**config.mk**
```make
export PLATFORM = sky130hd
export DESIGN_NAME = escape_sequence_decoder_core
export DESIGN_NICKNAME = d
export VERILOG_FILES = /design/src/rtl/esd_pkg.sv /design/src/rtl/esd_front.sv /design/src/rtl/esd_queue.sv /design/src/rtl/esd_back.sv /design/src/rtl/escape_sequence_decoder_core.sv
export SDC_FILE = /design/constraint.sdc
export NUM_CORES = 1
export LEC_CHECK = 0
export ABC_AREA = 1
export BUFFER_PORTS_ARGS = -buffer_cell sky130_fd_sc_hd__buf_2
export CORE_MARGIN = 2
export CORE_UTILIZATION = 60
export CTS_CLUSTER_SIZE = 16
export DETAILED_ROUTE_END_ITERATION = 6
export GPL_TIMING_DRIVEN = 0
export HOLD_SLACK_MARGIN = 0.02
export MAX_ROUTING_LAYER = met4
export PLACE_DENSITY = 0.78
export SYNTH_ARGS = -nofsm -noshare
export SYNTH_HDL_FRONTEND = slang
export SYNTH_SLANG_ARGS = --single-unit
```
**constraint.sdc**
```tcl
create_clock -name clock -period 5.6 [get_ports clock]
set_clock_uncertainty 0.15 [all_clocks]
set_input_delay 0.28 -clock clock [delete_from_list [all_inputs] [get_ports clock]]
set_output_delay 0.28 -clock clock [all_outputs]
set_load 0.05 [all_outputs]
```
**src/rtl/esd_pkg.sv**
```systemverilog
// Shared types, codes and constants for the escape sequence decoder.
`timescale 1ns / 1ps
package esd_pkg;

   localparam logic [1:0] REQ_BYTE     = 2'd0;
   localparam logic [1:0] REQ_BOUNDARY = 2'd1;
   localparam logic [1:0] REQ_END      = 2'd2;

   localparam logic [1:0] MODE_NORMAL = 2'd0;
   localparam logic [1:0] MODE_ESCAPE = 2'd1;
   localparam logic [1:0] MODE_OCTAL  = 2'd2;

   localparam logic [1:0] OCT_LAST_DIGIT = 2'd2;

   localparam logic [7:0] CH_BACKSLASH = 8'h5C;
   localparam logic [7:0] CH_ZERO      = 8'h30;
   localparam logic [7:0] CH_SPACE     = 8'h20;
   localparam logic [7:0] CH_NEWLINE   = 8'h0A;
   localparam logic [7:0] CH_LOWER_B   = 8'h62;
   localparam logic [7:0] CH_LOWER_C   = 8'h63;
   localparam logic [7:0] CH_LOWER_F   = 8'h66;
   localparam logic [7:0] CH_LOWER_N   = 8'h6E;
   localparam logic [7:0] CH_LOWER_R   = 8'h72;
   localparam logic [7:0] CH_LOWER_T   = 8'h74;
   localparam logic [7:0] CH_LOWER_V   = 8'h76;
   localparam logic [7:0] CH_BS        = 8'h08;
   localparam logic [7:0] CH_FF        = 8'h0C;
   localparam logic [7:0] CH_CR        = 8'h0D;
   localparam logic [7:0] CH_TAB       = 8'h09;
   localparam logic [7:0] CH_VT        = 8'o013;

   localparam logic [4:0] OCT_DIGIT_HIGH = 5'b00110;

   localparam int QUEUE_DEPTH = 4;
   localparam int QPTR_W      = $clog2(QUEUE_DEPTH);

   typedef struct packed {
      logic       two;
      logic [7:0] byte0;
      logic [7:0] byte1;
      logic       list_end;
   } entry_type;

endpackage

```
**src/rtl/esd_front.sv**
```systemverilog
// Front end: accepts transactions, runs the escape decoder and builds queue entries.
`timescale 1ns / 1ps
module esd_front import esd_pkg::*; (
   input  logic       clock,
   input  logic       reset,
   input  logic       csr_wr_en,
   input  logic       csr_wr_data,
   input  logic       req_valid,
   output logic       req_ready,
   input  logic [1:0] req_type,
   input  logic [7:0] req_in_byte,
   input  logic       queue_full,
   output logic       push,
   output entry_type  push_data
);

   logic [1:0] mode_ff, mode_in;
   logic [1:0] digits_ff, digits_in;
   logic [7:0] accum_ff, accum_in;
   logic       cancelled_ff, cancelled_in;
   logic       no_newline_ff;

   logic       accept;
   logic       has_a, has_b;
   logic [7:0] byte_b;
   logic [7:0] oct_next;

   assign req_ready = !queue_full;
   assign accept    = req_valid && req_ready;
   assign oct_next  = {accum_ff[4:0], req_in_byte[2:0]};

   always_comb begin
      mode_in      = mode_ff;
      digits_in    = digits_ff;
      accum_in     = accum_ff;
      cancelled_in = cancelled_ff;
      has_a        = 1'b0;
      has_b        = 1'b0;
      byte_b       = req_in_byte;
      push_data    = '0;
      unique case (req_type)
         REQ_BYTE: begin
            if (mode_ff == MODE_OCTAL && req_in_byte[7:3] == OCT_DIGIT_HIGH) begin
               if (digits_ff == OCT_LAST_DIGIT) begin
                  has_b     = 1'b1;
                  byte_b    = oct_next;
                  mode_in   = MODE_NORMAL;
                  digits_in = 2'd0;
                  accum_in  = 8'd0;
               end else begin
                  digits_in = digits_ff + 2'd1;
                  accum_in  = oct_next;
               end
            end else begin
               has_a     = (mode_ff == MODE_OCTAL);
               mode_in   = MODE_NORMAL;
               digits_in = 2'd0;
               accum_in  = 8'd0;
               if (mode_ff == MODE_ESCAPE) begin
                  has_b = 1'b1;
                  case (req_in_byte)
                     CH_LOWER_B: byte_b = CH_BS;
                     CH_LOWER_F: byte_b = CH_FF;
                     CH_LOWER_N: byte_b = CH_NEWLINE;
                     CH_LOWER_R: byte_b = CH_CR;
                     CH_LOWER_T: byte_b = CH_TAB;
                     CH_LOWER_V: byte_b = CH_VT;
                     CH_LOWER_C: begin
                        has_b        = 1'b0;
                        cancelled_in = 1'b1;
                     end
                     CH_ZERO: begin
                        has_b   = 1'b0;
                        mode_in = MODE_OCTAL;
                     end
                     default: byte_b = req_in_byte;
                  endcase
               end else if (req_in_byte == CH_BACKSLASH) begin
                  mode_in = MODE_ESCAPE;
               end else begin
                  has_b = 1'b1;
               end
            end
         end
         REQ_BOUNDARY: begin
            has_a     = (mode_ff == MODE_OCTAL);
            has_b     = 1'b1;
            byte_b    = CH_SPACE;
            mode_in   = MODE_NORMAL;
            digits_in = 2'd0;
            accum_in  = 8'd0;
         end
         REQ_END: begin
            has_a              = (mode_ff == MODE_OCTAL);
            has_b              = !no_newline_ff && !cancelled_ff;
            byte_b             = CH_NEWLINE;
            mode_in            = MODE_NORMAL;
            digits_in          = 2'd0;
            accum_in           = 8'd0;
            cancelled_in       = 1'b0;
            push_data.list_end = 1'b1;
         end
         default: begin
         end
      endcase
      push_data.two = has_a && has_b;
      if (has_a) begin
         push_data.byte0 = accum_ff;
         push_data.byte1 = byte_b;
      end else begin
         push_data.byte0 = byte_b;
         push_data.byte1 = byte_b;
      end
   end

   assign push = accept && (has_a || has_b);

   always_ff @(posedge clock) begin
      if (reset) begin
         mode_ff       <= MODE_NORMAL;
         digits_ff     <= 2'd0;
         accum_ff      <= 8'd0;
         cancelled_ff  <= 1'b0;
         no_newline_ff <= 1'b0;
      end else begin
         if (csr_wr_en) begin
            no_newline_ff <= csr_wr_data;
         end
         if (accept) begin
            mode_ff      <= mode_in;
            digits_ff    <= digits_in;
            accum_ff     <= accum_in;
            cancelled_ff <= cancelled_in;
         end
      end
   end

endmodule

```
**src/rtl/esd_queue.sv**
```systemverilog
// Short entry queue between the decoder front end and the output back end.
`timescale 1ns / 1ps
module esd_queue import esd_pkg::*; (
   input  logic      clock,
   input  logic      reset,
   input  logic      push,
   input  entry_type push_data,
   output logic      full,
   input  logic      pop,
   output logic      not_empty,
   output entry_type pop_data
);

   entry_type           entries_ff [QUEUE_DEPTH];
   logic [QPTR_W-1:0]   head_ff, head_in;
   logic [QPTR_W-1:0]   tail_ff, tail_in;
   logic [QPTR_W:0]     count_ff, count_in;

   assign full      = (count_ff == (QPTR_W+1)'(QUEUE_DEPTH));
   assign not_empty = (count_ff != '0);
   assign pop_data  = entries_ff[head_ff];

   always_comb begin
      head_in  = pop  ? head_ff + QPTR_W'(1) : head_ff;
      tail_in  = push ? tail_ff + QPTR_W'(1) : tail_ff;
      count_in = count_ff + (QPTR_W+1)'(push) - (QPTR_W+1)'(pop);
   end

   always_ff @(posedge clock) begin
      if (push) begin
         entries_ff[tail_ff] <= push_data;
      end
   end

   always_ff @(posedge clock) begin
      if (reset) begin
         head_ff  <= '0;
         tail_ff  <= '0;
         count_ff <= '0;
      end else begin
         head_ff  <= head_in;
         tail_ff  <= tail_in;
         count_ff <= count_in;
      end
   end

endmodule

```
**src/rtl/esd_back.sv**
```systemverilog
// Back end: splits queue entries into result transactions and holds the output register.
`timescale 1ns / 1ps
module esd_back import esd_pkg::*; (
   input  logic       clock,
   input  logic       reset,
   input  logic       entry_valid,
   input  entry_type  entry,
   output logic       pop,
   output logic       rsp_valid,
   input  logic       rsp_ready,
   output logic [7:0] rsp_out_byte,
   output logic       rsp_run_last,
   output logic       rsp_stream_end
);

   logic       sel_ff, sel_in;
   logic       valid_ff, valid_in;
   logic [7:0] byte_ff;
   logic       run_last_ff, stream_end_ff;
   logic       load, last;

   assign load = entry_valid && (!valid_ff || rsp_ready);
   assign last = !entry.two || sel_ff;
   assign pop  = load && last;

   always_comb begin
      sel_in   = sel_ff;
      valid_in = valid_ff;
      if (load) begin
         sel_in   = !last;
         valid_in = 1'b1;
      end else if (rsp_ready) begin
         valid_in = 1'b0;
      end
   end

   always_ff @(posedge clock) begin
      if (reset) begin
         sel_ff   <= 1'b0;
         valid_ff <= 1'b0;
      end else begin
         sel_ff   <= sel_in;
         valid_ff <= valid_in;
      end
   end

   always_ff @(posedge clock) begin
      if (load) begin
         byte_ff       <= sel_ff ? entry.byte1 : entry.byte0;
         run_last_ff   <= last;
         stream_end_ff <= last && entry.list_end;
      end
   end

   assign rsp_valid      = valid_ff;
   assign rsp_out_byte   = byte_ff;
   assign rsp_run_last   = run_last_ff;
   assign rsp_stream_end = stream_end_ff;

endmodule

```
**src/rtl/escape_sequence_decoder_core.sv**
```systemverilog
// Top level of the backslash escape decoder for echo argument lists.
// One request transaction is accepted per cycle while the 4-entry queue between the decoder
// front end and the output back end has room. Each request yields zero, one or two result
// transactions; the back end sends one result per cycle unless stalled by rsp_ready, so a
// request that yields two results (a flushed octal value followed by a byte, space or newline)
// sends them in turn, and a request that yields none takes no output cycle. Each result is
// queued and then loaded into the output register that drives rsp_valid. csr_wr_data sets
// the no-newline bit, which the user must write only while the block is idle; it is not enforced.
`timescale 1ns / 1ps
module escape_sequence_decoder_core import esd_pkg::*; (
   input  logic       clock,
   input  logic       reset,
   input  logic       csr_wr_en,
   input  logic       csr_wr_data,
   input  logic       req_valid,
   output logic       req_ready,
   input  logic [1:0] req_type,
   input  logic [7:0] req_in_byte,
   output logic       rsp_valid,
   input  logic       rsp_ready,
   output logic [7:0] rsp_out_byte,
   output logic       rsp_run_last,
   output logic       rsp_stream_end
);

   logic      push, pop, full, not_empty;
   entry_type push_data, pop_data;

   esd_front u_front (
      .clock       (clock),
      .reset       (reset),
      .csr_wr_en   (csr_wr_en),
      .csr_wr_data (csr_wr_data),
      .req_valid   (req_valid),
      .req_ready   (req_ready),
      .req_type    (req_type),
      .req_in_byte (req_in_byte),
      .queue_full  (full),
      .push        (push),
      .push_data   (push_data)
   );

   esd_queue u_queue (
      .clock     (clock),
      .reset     (reset),
      .push      (push),
      .push_data (push_data),
      .full      (full),
      .pop       (pop),
      .not_empty (not_empty),
      .pop_data  (pop_data)
   );

   esd_back u_back (
      .clock          (clock),
      .reset          (reset),
      .entry_valid    (not_empty),
      .entry          (pop_data),
      .pop            (pop),
      .rsp_valid      (rsp_valid),
      .rsp_ready      (rsp_ready),
      .rsp_out_byte   (rsp_out_byte),
      .rsp_run_last   (rsp_run_last),
      .rsp_stream_end (rsp_stream_end)
   );

endmodule

```
# Yosys cells after proc, flatten, opt, wreduce, memory -nomap -nowiden
# Memories as Yosys holds them, arrays and structs flattened. A register that Yosys moved wholly into a read port is not among the register bits.
# Cells that the tools add are included.
# totals
in_bits	16
output_inout_bits	12
ff_bits	33
n_memories	1
mem_bits_rw	72
# op_classes
eq_ne	20
muxes	38
n_reduce_logical	27
add_sub_neg	5
# mem_list
memory	words	width	rd	rd_clocked_by_memory_dff	wr	line	rtl
u_queue.entries_ff	4	18	1	1	1	esd_queue.sv:14	entry_type entries_ff [QUEUE_DEPTH];
# ops
operator	count
8-bit by 7-bit equality test with 1-bit output, second input constant	8
8-bit 2-to-1 mux	6
8-bit case mux with 6 select lines	1
8-bit case mux with 3 select lines	1
16-bit 2-to-1 mux	1
2-bit 2-to-1 mux	8
8-bit case mux with 2 select lines	1
1-bit 2-to-1 mux	15
8-bit by 6-bit equality test with 1-bit output, second input constant	1
1-bit logical AND	8
2-bit case mux with 2 select lines	2
2-bit by 1-bit adder with 2-bit output, second input constant	3
2-bit equality test, second input constant	3
1-bit logical NOT	6
2-bit nonzero test	3
5-bit by 3-bit equality test with 1-bit output, second input constant	1
5-bit AND reduction	1
2-bit by 1-bit equality test with 1-bit output, second input constant	2
2-bit != test, second input constant	2
1-bit case mux with 2 select lines	2
2-bit OR reduction	2
3-bit by 1-bit adder with 3-bit output	1
3-bit equality test, second input constant	1
1-bit logical OR	3
other kinds (8)	8

# Logic depth before layout (Yosys ltp)
# depth
depth_word	10
depth_mapped	14
ltp_nobuf	14

# Cells and area by module
# A second synthesis with hierarchy kept.
# hier_totals
hier_cells	538
area_unflattened_um2	5144.9
# by_module_without_submodules
module	n_inst	cells_each	area_each_um2
esd_queue	1	267	3308.2
esd_front	1	218	1306.3
esd_back	1	53	530.5

# Worst setup path before layout
# OpenSTA, ideal clock, no wires.
# synth_path
path_type	register -> register
startpoint	reg u_back.valid_ff, in the netlist u_back.rsp_valid
endpoint	reg u_queue.count_ff[2]
setup_ns	0.136
t_arrival_ns	2.547
t_required_ns	5.314
slack_ns	2.767
period_less_slack_ns	2.833
stages_incl_launch_ff	11
path_cell_list	dfxtp_1 -> inv_1 -> nor2_1 -> a21oi_1 -> a21boi_2 -> ha_1 -> inv_1 -> ha_1 -> fa_1 -> xor2_1 -> nor2_1
# synth_via
elab_chain_len	5
# synth_rtl
element	line	rtl
from (decl)	esd_back.sv:17	logic valid_ff, valid_in;
from (signal assigned)	esd_back.sv:43	valid_ff <= valid_in;
1-bit logical NOT	esd_back.sv:22	assign load = entry_valid && (!valid_ff || rsp_ready);
1-bit logical OR	esd_back.sv:22	
1-bit logical AND	esd_back.sv:22	
via u_back.load	esd_back.sv:20	logic load, last;
1-bit logical AND	esd_back.sv:24	assign pop = load && last;
via pop	escape_sequence_decoder_core.sv:26	logic push, pop, full, not_empty;
3-bit by 1-bit subtractor with 3-bit output	esd_queue.sv:26	count_in = count_ff + (QPTR_W+1)'(push) - (QPTR_W+1)'(pop);
to (signal assigned)	esd_queue.sv:43	count_ff <= count_in;
to (decl)	esd_queue.sv:17	logic [QPTR_W:0] count_ff, count_in;
# The timed path passes the listed nets, and every way through them passes these cells.
# A chain may end at the register's enable or synchronous reset.

# Worst setup path in the final report
# layout_path
startpoint	reg u_queue.count_ff[1]
endpoint	reg u_queue.count_ff[2]
# layout_via
elab_cells_between_ends	9
cone_classes	2 x add/sub; 1 x eq/ne; 6 x reduce/logical
# layout_rtl
element	line	rtl
3-bit nonzero test	esd_queue.sv:20	assign not_empty = (count_ff != '0);
1-bit logical AND	esd_back.sv:22	
via u_back.load	esd_back.sv:20	
1-bit logical AND	esd_back.sv:24	
via pop	escape_sequence_decoder_core.sv:26	
3-bit by 1-bit subtractor with 3-bit output	esd_queue.sv:26	
# The timed path passes the listed nets, and every way through them passes these cells.

==> results.toml <==
[yosys]
synth_mux_area_frac = 0
yosys-top-cells-area = "edfxtp_1 49%, dfxtp_1 10%, nor2_1 6.6%"
synthDistinctLibCells = 41
synth-simple-area-share = 0.182
synthFlopType = "edfxtp_1"
yosys.area.top_type_share = 0.493
synth_enable_flop_cells = 82
synth_top_family_by_area = "simple AND/OR/NAND/NOR gates"
synth_fa_ha_area_frac = 0.0291
synth_seq_cells = 107
mappedNetlistArea_mm2 = 0.00499
yosysSeqAreaShare = 0.593
async_reset_ff_frac = 0
synth_top_area_cell = "edfxtp_1"
synth-compound-area-share = 0.129
syn-num-nets = 526
yosysWarnings = 0
synth_area_per_cell_um2 = 10.0
synth_xor_area_frac = 0.00351
syn_inst = 499

[setup_path]
crit_type = "reg2reg"
crit_required_ps = 5700
start_kind = "flip-flop"
crit_chain = "nor2_1, a21oi_1, a21boi_2, ha_1, inv_1, ha_1, fa_1, xor2_1, nor2_1"
cpMaxStageDelayCell = "a21oi_1"
cp_data_arrival_time_ps = 3280
critPathCaptureType = "flip-flop"
max_stage_delay_ps = 960
cp_max_fo = 13

[drt]
viasPerCell = 5.67
wl_per_cell_um = 17.3
vias = 3709
first_pass_iters = 5
drc = 0
antenna_left = 0
initialDrtViolationCount = 226
wirelength_um = 11300

[timing]
fin_crit_sh = 0.567
slew_headroom = 0.148
min_period_ps = 3180
hold_viol = 0
rsz0062_at_grt = "no"
clock.fmax_mhz = 315
fin_ws_ps = 2420
setup_violations = 0
slew_viol_final = 0
whs_ps = 44.1
final.setup.tns_ps = 0
worst_pin_slew_ps = 1280

[floorplanning]
start_util = 0.614
io_pins = 28
fp.dieH_um = 95.2
core_mm2 = 0.00813
die_x_um = 95.2
core.rowCount = 33
die_area_mm2 = 0.00907

[clocking]
cts.clk_slew.worst_paths_ps = 110
numClockSinks = 107
cts_buffer_depth = 2
htree_levels = 3
cts-root-buf = "clkbuf_8"
cts_hold_buffers = 3
worstSkewPairLatency_ps = 370
cts_tree = "built"
postCtsSetupBuffers = 0
post_cts_resized = 0
cts-buffers-inserted = 9

[placement]
gp_congestion = 0.921
place_inst = 635
io_buffers = 27
pre_cts_slack_ps = 2430
dpl_cell_area_mm2 = 0.00533
hpwlAfterDp_um = 7850

[global_route]
gr-total-overflow = 0
track_usage = 0.280
grt_pass1_wl_um = 18300
grt_pass1_vias = 3681
antenna_found_initial = 0
grt_start_max_net_pins = 21

[finish]
final_area_mm2 = 0.00558
utilization = 0.685
nNetsFinal = 571
seq_area_mm2 = 0.00296
diodes = 0
syn_to_final_growth_pct = 11.7
final_cells = 654
fill_cells = 615
multi_input_area_mm2 = 0.00173
drive_gt1_frac = 0.189

[worst_hold_path]
hp-class = "in2reg"

[power_and_ir_drop]
fin_total_pwr_mw = 2.29
leakagePower_nw = 2.12
powerDensity_mw_per_mm2 = 411
ir_drop_uv = 177

[outcome]
status = "finished, final reports clean"

[flow_run]
drv_cap = 0
sequential cells by signal, summed over array words and instances (netlist names), named ones only:
name and flops:
u_back.rsp_out_byte 8, u_back.rsp_run_last 1, u_back.rsp_stream_end 1, u_back.rsp_valid 1, u_back.sel_ff 1, u_front.accum_ff 8, u_front.cancelled_ff 1, u_front.digits_ff 2
u_front.mode_ff 2, u_front.no_newline_ff 1, u_queue.count_ff 3, u_queue.entries_ff 72, u_queue.head_ff 2, u_queue.tail_ff 2
cells in the mapped netlist (2+ instances only):
library cell / n
inv_2: 7
a21oi_1: 15
ha_1: 10
a21boi_0: 2
buf_4: 2
o22ai_2: 2
edfxtp_1: 82
a31oi_1: 9
nor2_1: 88
o21ai_2: 2
a21oi_2: 10
buf_2: 2
a21boi_2: 2
nand2_2: 3
dfxtp_1: 25
nor2_2: 4
nand3_2: 9
o21ai_1: 5
o22ai_1: 10
nor2_4: 2
nand2_1: 70
xor2_1: 2
o21ai_0: 46
nand3_1: 16
clkbuf_1: 11
nand4_1: 4
inv_1: 45
worst paths after layout:
path / from / to / slack, ps / depth (start not counted)
worst max-delay path: u_queue.count_ff[1] / u_queue.count_ff[2] / 2420 / 9
worst min-delay path: req_in_byte[1] / u_front.accum_ff[1] / 40 / 3
worst max register to register: u_queue.count_ff[1] / u_queue.count_ff[2] / 2420 / 9
worst min register to register: u_front.accum_ff[7] / u_front.accum_ff[7] / 330 / 2
final cells by class:
| cell class | count | share of cell area |
|---|---|---|
| Inverter | 55 | 0.0384 |
| Sequential cell | 107 | 0.531 |
| Buffer | 18 | 0.0182 |
| Multi-Input combinational cell | 319 | 0.309 |
| Clock inverter | 7 | 0.0164 |
| Tap cell | 105 | 0.0236 |
| Clock buffer | 9 | 0.0222 |
| Timing Repair Buffer | 34 | 0.0404 |
layout by cell type (no fill, tap or decap), types with 4 or more instances in the layout:
cell and count:
nand2_1 70, buf_2 29, buf_8 4, nand3_2 9, nor2_1 84, nor2_2 8
nand4_1 4, clkbuf_8 9, o21ai_1 5, dfxtp_1 25, a21oi_1 15, inv_2 7
edfxtp_1 82, ha_1 10, a21oi_2 10, a31oi_1 9, o22ai_1 10, inv_1 45
clkbuf_1 11, o21ai_0 46, nand3_1 16
cells by family after synthesis:
family,count (synthesis)
adder cells (fa/ha/maj),11
XOR/XNOR,2
buffers and inverters,73
flip-flops,107
AND/OR/NAND/NOR,201
AO/OA/AOI/OAI,105
power by group:
part | internal [mW] | switching, mW | leakage, nW | total [mW]
registers | 0.984 | 0.0323 | 0.963 | 1.02
clock network | 0.218 | 0.282 | 0.105 | 0.499
logic | 0.201 | 0.578 | 1.05 | 0.778
total | 1.40 | 0.891 | 2.12 | 2.29
per-layer routing:
layer,GRT usage,up-vias,share of wire
li1,-,1783,-
met1,0.334,1748,0.40
met2,0.476,155,0.52
met3,0.0474,23,0.065
met4,0.109,0,0.022
met5,-,-,0
critical path: cells and delay by family (launching register included):
kind	cells	cell delay [ps]
buffers and inverters	1	40
xor gates and xnor gates	1	160
adders and majority gates	3	770
and+or+nand+nor	2	120
AOI/OAI and AO/OA	2	1410
DFF	1	400
No activity file was read; power rests on OpenSTA's default activity.
